==> config.mk <==
export PLATFORM = sky130hd
export DESIGN_NAME = tcp_option_parser
export DESIGN_NICKNAME = d
export VERILOG_FILES = /design/src/design/tcpop_pkg.sv /design/src/design/tcp_option_parser.sv /design/src/design/tcpop_parse.sv /design/src/design/tcpop_emit.sv
export SDC_FILE = /design/constraint.sdc
export NUM_CORES = 1
export LEC_CHECK = 0
export BUFFER_PORTS_ARGS = -buffer_cell sky130_fd_sc_hd__buf_2
export CELL_PAD_IN_SITES_DETAIL_PLACEMENT = 1
export CELL_PAD_IN_SITES_GLOBAL_PLACEMENT = 2
export CORE_MARGIN = 2
export CORE_UTILIZATION = 45
export CTS_CLUSTER_DIAMETER = 50
export DETAILED_ROUTE_END_ITERATION = 7
export MAX_ROUTING_LAYER = met4
export PLACE_DENSITY_LB_ADDON = 0.12
export SYNTH_ARGS = -nofsm -noshare
export SYNTH_HDL_FRONTEND = slang
export SYNTH_SLANG_ARGS = --single-unit
==> constraint.sdc <==
create_clock -name i_clk -period 48.5 [get_ports i_clk]
set_input_delay 9.7 -clock i_clk [delete_from_list [all_inputs] [get_ports i_clk]]
set_output_delay 9.7 -clock i_clk [all_outputs]
set_load 0.05 [all_outputs]
==> src/design/tcpop_pkg.sv <==
`default_nettype none
package tcpop_pkg;

    // option kinds below this limit get a bit in the seen mask and may not repeat
    localparam int FLAG_LIMIT      = 16;
    localparam int MAX_SACK_BLOCKS = 4;
    localparam int STORE_DEPTH     = 4;
    localparam int SACK_BLK_W      = 64;
    localparam int MASK_LIMIT      = (FLAG_LIMIT < 16) ? FLAG_LIMIT : 16;
    localparam int SACK_CAP_RAW    = (MAX_SACK_BLOCKS < STORE_DEPTH) ? MAX_SACK_BLOCKS
                                                                     : STORE_DEPTH;
    localparam int SACK_CAP        = (SACK_CAP_RAW < 1) ? 1 : SACK_CAP_RAW;

    localparam logic [7:0] KIND_EOL     = 8'd0;
    localparam logic [7:0] KIND_NOP     = 8'd1;
    localparam logic [7:0] KIND_MSS     = 8'd2;
    localparam logic [7:0] KIND_WSCALE  = 8'd3;
    localparam logic [7:0] KIND_SACK_OK = 8'd4;
    localparam logic [7:0] KIND_SACK    = 8'd5;
    localparam logic [7:0] KIND_TS      = 8'd8;
    localparam logic [7:0] MIN_OPT_LEN  = 8'd2;

    typedef enum logic [1:0] {
        ST_OK        = 2'd0,
        ST_SHORT_LEN = 2'd1,
        ST_BAD_SACK  = 2'd2,
        ST_BAD_TS    = 2'd3
    } t_status;

    typedef struct packed {
        logic [7:0] opt_byte;
        logic       last;
        logic       no_bytes;
    } t_in_item;

    typedef struct packed {
        logic [15:0] mss;
        logic [7:0]  wscale;
        logic        sack_ok;
        logic [31:0] ts_val;
        logic [31:0] ts_ecr;
        logic [2:0]  sack_count;
        logic [1:0]  sack_index;
        logic [31:0] sack_begin;
        logic [31:0] sack_end;
        logic [1:0]  status;
        logic [15:0] seen_mask;
        logic        end_of_run;
    } t_out_item;

    // everything gathered for one segment, handed from parser to result stage
    typedef struct packed {
        logic [15:0]                                mss;
        logic [7:0]                                 wscale;
        logic                                       sack_ok;
        logic [31:0]                                ts_val;
        logic [31:0]                                ts_ecr;
        logic [2:0]                                 sack_num;
        t_status                                    status;
        logic [15:0]                                seen;
        logic [STORE_DEPTH-1:0][SACK_BLK_W-1:0]     sack_blk;
    } t_snap;

endpackage
`default_nettype wire

==> src/design/tcp_option_parser.sv <==
// tcp option parser
// input channel (i_in_valid / o_in_ready / i_in_data) carries the options area
// of a segment one byte per word; last marks the final byte, no_bytes marks a
// segment whose options area is empty (its byte is ignored)
// output channel (o_out_valid / i_out_ready / o_out_data) gives, for each
// segment, one word per stored sack block, or a single word when there is
// none; end_of_run marks the final word of the segment
// the first word of a segment appears in the cycle after its final byte is taken
// throughput: one byte per cycle; the parser state is updated in a single
// pass per byte. the result stage holds one segment, so after a segment with
// n sack blocks only the final byte (or an empty-area word) of the next
// segment waits until the last word has been taken; earlier bytes flow on
// a stalled receiver holds the current word and, once the result stage is
// full, holds off the next segment's final word as well
// reset (synchronous, active low) returns the parser to the start of a
// segment with all but the sack blocks cleared and empties the result stage
`default_nettype none
module tcp_option_parser (
    input  wire                  i_clk,
    input  wire                  i_rst_n,
    input  wire                  i_in_valid,
    output logic                 o_in_ready,
    input  tcpop_pkg::t_in_item  i_in_data,
    output logic                 o_out_valid,
    input  wire                  i_out_ready,
    output tcpop_pkg::t_out_item o_out_data
);
    import tcpop_pkg::*;

    logic  can_load;
    logic  take;
    logic  load;
    t_snap snap;

    // only a word that closes a segment needs room in the result stage
    assign o_in_ready = can_load | ~(i_in_data.last | i_in_data.no_bytes);
    assign take       = i_in_valid & o_in_ready;

    tcpop_parse u_parse (
        .i_clk   (i_clk),
        .i_rst_n (i_rst_n),
        .i_take  (take),
        .i_data  (i_in_data),
        .o_load  (load),
        .o_snap  (snap)
    );

    tcpop_emit u_emit (
        .i_clk       (i_clk),
        .i_rst_n     (i_rst_n),
        .i_load      (load),
        .i_snap      (snap),
        .i_out_ready (i_out_ready),
        .o_out_valid (o_out_valid),
        .o_out_data  (o_out_data),
        .o_can_load  (can_load)
    );

endmodule
`default_nettype wire

==> src/design/tcpop_parse.sv <==
`default_nettype none
module tcpop_parse (
    input  wire                 i_clk,
    input  wire                 i_rst_n,
    input  wire                 i_take,
    input  tcpop_pkg::t_in_item i_data,
    output logic                o_load,
    output tcpop_pkg::t_snap    o_snap
);
    import tcpop_pkg::*;

    typedef enum logic [3:0] {
        PH_KIND = 4'b0001,
        PH_LEN  = 4'b0010,
        PH_BODY = 4'b0100,
        PH_DONE = 4'b1000
    } t_phase;

    function automatic logic kind_flag(input logic [7:0] k);
        return {1'b0, k} < 9'(MASK_LIMIT);
    endfunction

    t_phase      r_phase, n_phase;
    logic [7:0]  r_kind, n_kind;
    logic [7:0]  r_left, n_left;
    logic [7:0]  r_pos, n_pos;
    logic [15:0] r_mss, n_mss;
    logic [7:0]  r_wscale, n_wscale;
    logic        r_sack_ok, n_sack_ok;
    logic [31:0] r_ts_val, n_ts_val;
    logic [31:0] r_ts_ecr, n_ts_ecr;
    logic [2:0]  r_num, n_num;
    logic [15:0] r_seen, n_seen;
    t_status     r_status, n_status;
    logic [STORE_DEPTH-1:0][SACK_BLK_W-1:0] r_sack, n_sack;

    logic [7:0] b;
    logic [7:0] len_n;
    logic [4:0] sack_cnt;
    logic [4:0] blk;
    logic [2:0] lane;
    logic       fin;

    assign b        = i_data.opt_byte;
    assign len_n    = b - MIN_OPT_LEN;
    assign sack_cnt = len_n[7:3];
    assign blk      = r_pos[7:3];
    assign lane     = r_pos[2:0];
    assign fin      = i_data.last | i_data.no_bytes;

    always_comb begin
        n_phase   = r_phase;
        n_kind    = r_kind;
        n_left    = r_left;
        n_pos     = r_pos;
        n_mss     = r_mss;
        n_wscale  = r_wscale;
        n_sack_ok = r_sack_ok;
        n_ts_val  = r_ts_val;
        n_ts_ecr  = r_ts_ecr;
        n_num     = r_num;
        n_seen    = r_seen;
        n_status  = r_status;
        n_sack    = r_sack;
        unique case (r_phase)
            PH_KIND: begin
                priority if (b == KIND_EOL) begin
                    n_phase = PH_DONE;
                end else if (b == KIND_NOP) begin
                    n_phase = PH_KIND;
                end else if (kind_flag(b) && r_seen[b[3:0]]) begin
                    // repeated option: stop quietly
                    n_phase = PH_DONE;
                end else begin
                    n_kind  = b;
                    n_phase = PH_LEN;
                end
            end
            PH_LEN: begin
                priority if (b < MIN_OPT_LEN) begin
                    n_status = ST_SHORT_LEN;
                    n_phase  = PH_DONE;
                end else if (r_kind == KIND_SACK && len_n[2:0] != 3'd0) begin
                    n_status = ST_BAD_SACK;
                    n_phase  = PH_DONE;
                end else if (r_kind == KIND_TS && len_n[1:0] != 2'd0) begin
                    n_status = ST_BAD_TS;
                    n_phase  = PH_DONE;
                end else begin
                    unique case (r_kind)
                        KIND_MSS:     n_mss = '0;
                        KIND_WSCALE:  n_wscale = '0;
                        KIND_SACK_OK: n_sack_ok = 1'b1;
                        KIND_SACK: begin
                            n_num  = (sack_cnt > 5'(SACK_CAP)) ? 3'(SACK_CAP) : sack_cnt[2:0];
                            n_sack = '0;
                        end
                        KIND_TS: begin
                            n_ts_val = '0;
                            n_ts_ecr = '0;
                        end
                        default: ;
                    endcase
                    if (kind_flag(r_kind)) begin
                        n_seen[r_kind[3:0]] = 1'b1;
                    end
                    n_left  = len_n;
                    n_pos   = '0;
                    n_phase = (len_n != 8'd0) ? PH_BODY : PH_KIND;
                end
            end
            PH_BODY: begin
                unique case (r_kind)
                    KIND_MSS: begin
                        if (r_pos == 8'd0) begin
                            n_mss[15:8] = r_mss[15:8] | b;
                        end else if (r_pos == 8'd1) begin
                            n_mss[7:0] = r_mss[7:0] | b;
                        end
                    end
                    KIND_WSCALE: begin
                        if (r_pos == 8'd0) begin
                            n_wscale = b;
                        end
                    end
                    KIND_SACK: begin
                        // blocks big-endian, first byte in the top lane
                        if (blk < {2'b00, r_num} && blk < 5'(STORE_DEPTH)) begin
                            n_sack[blk[1:0]][{~lane, 3'b000} +: 8] =
                                r_sack[blk[1:0]][{~lane, 3'b000} +: 8] | b;
                        end
                    end
                    KIND_TS: begin
                        if (r_pos < 8'd4) begin
                            n_ts_val[{~r_pos[1:0], 3'b000} +: 8] =
                                r_ts_val[{~r_pos[1:0], 3'b000} +: 8] | b;
                        end else if (r_pos < 8'd8) begin
                            n_ts_ecr[{~r_pos[1:0], 3'b000} +: 8] =
                                r_ts_ecr[{~r_pos[1:0], 3'b000} +: 8] | b;
                        end
                    end
                    default: ;
                endcase
                n_pos  = r_pos + 8'd1;
                n_left = r_left - 8'd1;
                if (r_left == 8'd1) begin
                    n_phase = PH_KIND;
                end
            end
            PH_DONE: ;
            default: n_phase = PH_DONE;
        endcase
    end

    // snapshot for the result stage; a missing length byte reads as zero
    always_comb begin
        o_load = i_take & fin;
        o_snap = '0;
        if (!i_data.no_bytes) begin
            o_snap.mss      = n_mss;
            o_snap.wscale   = n_wscale;
            o_snap.sack_ok  = n_sack_ok;
            o_snap.ts_val   = n_ts_val;
            o_snap.ts_ecr   = n_ts_ecr;
            o_snap.sack_num = n_num;
            o_snap.status   = (n_phase == PH_LEN) ? ST_SHORT_LEN : n_status;
            o_snap.seen     = n_seen;
            o_snap.sack_blk = n_sack;
        end
    end

    always_ff @(posedge i_clk) begin
        if (!i_rst_n || (i_take && fin)) begin
            r_phase   <= PH_KIND;
            r_kind    <= '0;
            r_left    <= '0;
            r_pos     <= '0;
            r_mss     <= '0;
            r_wscale  <= '0;
            r_sack_ok <= 1'b0;
            r_ts_val  <= '0;
            r_ts_ecr  <= '0;
            r_num     <= '0;
            r_seen    <= '0;
            r_status  <= ST_OK;
        end else if (i_take) begin
            r_phase   <= n_phase;
            r_kind    <= n_kind;
            r_left    <= n_left;
            r_pos     <= n_pos;
            r_mss     <= n_mss;
            r_wscale  <= n_wscale;
            r_sack_ok <= n_sack_ok;
            r_ts_val  <= n_ts_val;
            r_ts_ecr  <= n_ts_ecr;
            r_num     <= n_num;
            r_seen    <= n_seen;
            r_status  <= n_status;
        end
    end

    always_ff @(posedge i_clk) begin
        if (i_take) begin
            r_sack <= n_sack;
        end
    end

endmodule
`default_nettype wire

==> src/design/tcpop_emit.sv <==
`default_nettype none
module tcpop_emit (
    input  wire                  i_clk,
    input  wire                  i_rst_n,
    input  wire                  i_load,
    input  tcpop_pkg::t_snap     i_snap,
    input  wire                  i_out_ready,
    output logic                 o_out_valid,
    output tcpop_pkg::t_out_item o_out_data,
    output logic                 o_can_load
);
    import tcpop_pkg::*;

    logic       r_valid;
    t_snap      r_snap;
    logic [1:0] r_idx;
    logic       last_res;
    logic       out_take;
    logic [SACK_BLK_W-1:0] blk_sel;

    assign last_res   = (r_snap.sack_num == 3'd0) || ({1'b0, r_idx} == r_snap.sack_num - 3'd1);
    assign out_take   = r_valid & i_out_ready;
    // a new snapshot may land as the final word of the current one leaves
    assign o_can_load = ~r_valid | (out_take & last_res);
    assign blk_sel    = r_snap.sack_blk[r_idx];

    always_ff @(posedge i_clk) begin
        if (!i_rst_n) begin
            r_valid <= 1'b0;
            r_idx   <= '0;
        end else if (i_load) begin
            r_valid <= 1'b1;
            r_idx   <= '0;
        end else if (out_take) begin
            if (last_res) begin
                r_valid <= 1'b0;
            end else begin
                r_idx <= r_idx + 2'd1;
            end
        end
    end

    always_ff @(posedge i_clk) begin
        if (i_load) begin
            r_snap <= i_snap;
        end
    end

    always_comb begin
        o_out_valid           = r_valid;
        o_out_data.mss        = r_snap.mss;
        o_out_data.wscale     = r_snap.wscale;
        o_out_data.sack_ok    = r_snap.sack_ok;
        o_out_data.ts_val     = r_snap.ts_val;
        o_out_data.ts_ecr     = r_snap.ts_ecr;
        o_out_data.sack_count = r_snap.sack_num;
        o_out_data.sack_index = r_idx;
        o_out_data.status     = r_snap.status;
        o_out_data.seen_mask  = r_snap.seen;
        o_out_data.end_of_run = last_res;
        if (r_snap.sack_num == 3'd0) begin
            o_out_data.sack_begin = '0;
            o_out_data.sack_end   = '0;
        end else begin
            o_out_data.sack_begin = blk_sel[63:32];
            o_out_data.sack_end   = blk_sel[31:0];
        end
    end

endmodule
`default_nettype wire

==> flow_metrics.env <==
export IMPL_status="completed"
export IMPL_drt_iter0_drc=2610
export IMPL_cts_root_buf="clkbuf_16"
export IMPL_worstPathRequired_ns=38.80
export IMPL_fillers=8673
export IMPL_num_vias=28400
export IMPL_path_clk_slew_ns=0.06
export IMPL_die_h_um=293
export IMPL_routedWlPerCell_um=29.1
export IMPL_gp_congestion=0.885
export IMPL_p_clk_share_pct=45.9
export IMPL_worst_setup_path_end_kind="output pin"
export IMPL_combPwrFrac_pct=9.6
export IMPL_drv_slew=0
export IMPL_core_um2=83300
export IMPL_cts_htree_levels=3
export IMPL_final_cell_mix="edfxtp_1, nand2_1, nor2_1, o21ai_0, buf_2"
export IMPL_routed_via_density=6.32
export IMPL_powerDensity_nw_per_um2=41.3
export IMPL_synth_mux_area_fraction_pct=9.74
export IMPL_fin_crit_sh_pct=43.6
export IMPL_grt_ovfl_total=0
export IMPL_fmax_mhz=47.3
export IMPL_post_route_util_pct=50.9
export IMPL_ios=193
export IMPL_setup_viol_count_final=0
export IMPL_rsz0062_at_grt="false"
export IMPL_place_inst=4295
export IMPL_synth_cell_types=80
export IMPL_antenna_found_initial=3
export IMPL_drive_above_1_share_pct=18.8
export IMPL_cp_slowest_cell="buf_6"
export IMPL_vdd_drop_max_mv=0.0283
export IMPL_worstMarginPinSlew_ns=1.31
export IMPL_timing_critical_path_buf_inv=2
export IMPL_fin_area_um2=42400
export IMPL_worst_slew_margin_rel_pct=11.8
export IMPL_async_reset_ff_share_pct=0
export IMPL_p_leak_nw=15.0
export IMPL_hold_ws_ns=0.470
export IMPL_die_x_um=293
export IMPL_fin_tns_setup_ns=0
export IMPL_cts_setup_buffers=0
export IMPL_mostFrequentLayoutCell="edfxtp_1"
export IMPL_finClkSkew_ns=0.0383
export IMPL_cts_sinks=763
export IMPL_cts_resized=0
export IMPL_drc=0
export IMPL_synthSimpleGateAreaFrac_pct=15.0
export IMPL_power_total_mw=1.75
export IMPL_cp_max_fo=116
export IMPL_syn_area_um2=37700
export IMPL_postRouteAntennaNets=0
export IMPL_cp_top_family="buffers and inverters"
export IMPL_seq_area_frac_synth_pct=57.1
export IMPL_firstDrtPassIters=5
export IMPL_layout_cells_non_filler=4500
export IMPL_avgSynthCellArea_um2=11.4
export IMPL_arrival_ns=11.44
export IMPL_die_area_um2=86000
export IMPL_synth_compound_area_share_pct=12.1
export IMPL_area_growth_pct=12.5
export IMPL_track_usage_pct=31.0
export IMPL_post_dp_cell_area_um2=38700
export IMPL_pwr_share_seq_pct=44.5
export IMPL_p_switching_mw=0.460
export IMPL_nets=3353
export IMPL_tritoncts="done"
export IMPL_synth_top_family_by_area="simple AND/OR/NAND/NOR gates"
export IMPL_netlist_instances=3317
export IMPL_path_cells="buf_6 -> nor2_1 -> a311o_1 -> and2_1 -> buf_2"
export IMPL_numCtsBuffers=108
export IMPL_critical_path_max_stage_delay_ns=0.61
export IMPL_clkLatencyLatePin_ns=0.68
export IMPL_synthAdderAreaFrac_pct=0.465
export IMPL_port_buffers=192
export IMPL_rows=106
export IMPL_min_period_ns=21.14
export IMPL_ys_seq_elements=763
export IMPL_hp_class="reg -> reg"
export IMPL_p_int_mw=1.29
export IMPL_grt_start_max_net_pins=177
export IMPL_final_hold_viol_count=0
export IMPL_post_place_ws_ns=27.25
export IMPL_first_global_vias=29200
export IMPL_syn_nets=3345
export IMPL_maxCapViolCount=0
export IMPL_ys_flop_type="edfxtp_1"
export IMPL_yosys_warnings=0
export IMPL_synth_xor_area_share_pct=0.256
export IMPL_drt_total_wl_um=131000
export IMPL_fin_ws_ns=27.36
export IMPL_clock_path_buffers=3
export IMPL_start_util_pct=45.2
export IMPL_post_dp_hpwl_um=85600
export IMPL_postCtsHoldBufs=0
export IMPL_swShare_pct=26.3
export IMPL_critPathLaunchType="input port"
export IMPL_synth_edf_count=622
export IMPL_grt_pass1_wl_um=193000
export IMPL_crit_type="in -> out"
flip-flops by register name (all words and copies together) (netlist names), 2 cells and up:
register           flops
u_parse.r_pos          8
u_parse.r_left         8
u_parse.r_num          3
u_parse.r_sack       256
u_parse.r_kind         8
u_parse.r_ts_val      32
u_parse.r_wscale       8
u_parse.r_ts_ecr      32
u_emit.r_idx           2
u_parse.r_seen        16
u_emit.o_out_data    110
u_parse.r_phase        4
u_parse.r_status       2
u_parse.r_mss         16
u_emit.r_snap        256
final cells by class:
type | count | area, um^2 | area share, %
Tap cell | 1080 | 1350 | 3.19
Multi-Input combinational cell | 2167 | 14300 | 33.7
Antenna cell | 3 | 7.51 | 0.0177
Clock buffer | 126 | 2850 | 6.73
Sequential cell | 763 | 21500 | 50.8
Clock inverter | 76 | 803 | 1.90
Inverter | 34 | 136 | 0.322
Timing Repair Buffer | 251 | 1420 | 3.36
metal layers:
layer,global-route usage [%],vias to the layer above,part of all wire (%)
met2,51.3,1148,49
met3,3.86,245,6.2
met5,-,-,0
met4,11.7,0,4.0
li1,-,12300,-
met1,39.3,14700,41
power groups by stage:
stage | Combinational [mW] | Clock [mW] | Sequential [mW]
6_report | 0.169 | 0.803 | 0.779
4_1_cts | 0.169 | 0.814 | 0.778
3_3_place_gp | 0.164 | 0 | 0.789
5_1_grt | 0.179 | 0.838 | 0.782
3_5_place_dp | 0.168 | 0 | 0.791
2_1_floorplan | 0.122 | 0 | 0.801
cell usage after synthesis, types with 9 or more instances:
cell type    n  area, um^2
or3_1       12        75.1
nor3_1      24         120
buf_2       45         225
and2_1      70         438
dfxtp_1    141        2820
inv_1       33         124
nor4_1      19         119
edfxtp_1   622       18700
mux4_2     145        3270
nand2b_1    13        81.3
nand2_1    450        1690
a22oi_1    147        1100
and3_1      17         106
a21o_1       9        67.6
nand4_1     12        75.1
a22o_1      55         482
or2_2       22         138
nor2b_1     76         475
buf_4      117         878
clkbuf_1   163         612
nor2_1     289        1080
o31ai_1     10        75.1
mux2i_1     38         380
ha_1        14         175
a21oi_1    189         946
buf_1       24        90.1
nand3_1    188         941
o21ai_0    233        1170
a31oi_1     13        81.3
tightest hold or removal path, cell delays in order (launching register included):
cell and delay, ns:
dfxtp_1 0.31, nand2_1 0.06, a21oi_1 0.06
path summary, 6_finish.rpt:
kind / depth (start not counted) / start / endpoint / slack, ns
setup / recovery: 5 / i_in_data[0] / o_in_ready / 27.36
hold reg to reg: 2 / u_parse.r_status[0]$_SDFFE_PP0P_ / u_parse.r_status[0]$_SDFFE_PP0P_ / 0.47
hold / removal: 2 / u_parse.r_status[0]$_SDFFE_PP0P_ / u_parse.r_status[0]$_SDFFE_PP0P_ / 0.47
setup reg to reg: 12 / u_emit.o_out_data[85]$_SDFFCE_PP0P_ / u_emit.r_snap[13]$_SDFFCE_PP0P_ / 42.85
kinds of logic (layout without fill, tap and decap cells):
logic type,after synthesis,count (layout)
compound gates,730,730
xor+xnor,11,11
fa+ha+maj,14,14
buf+inv,387,487
flops,763,763
mux,185,185
other cells,0,3
simple gates,1227,1227
(Power assumes the default switching activity.)
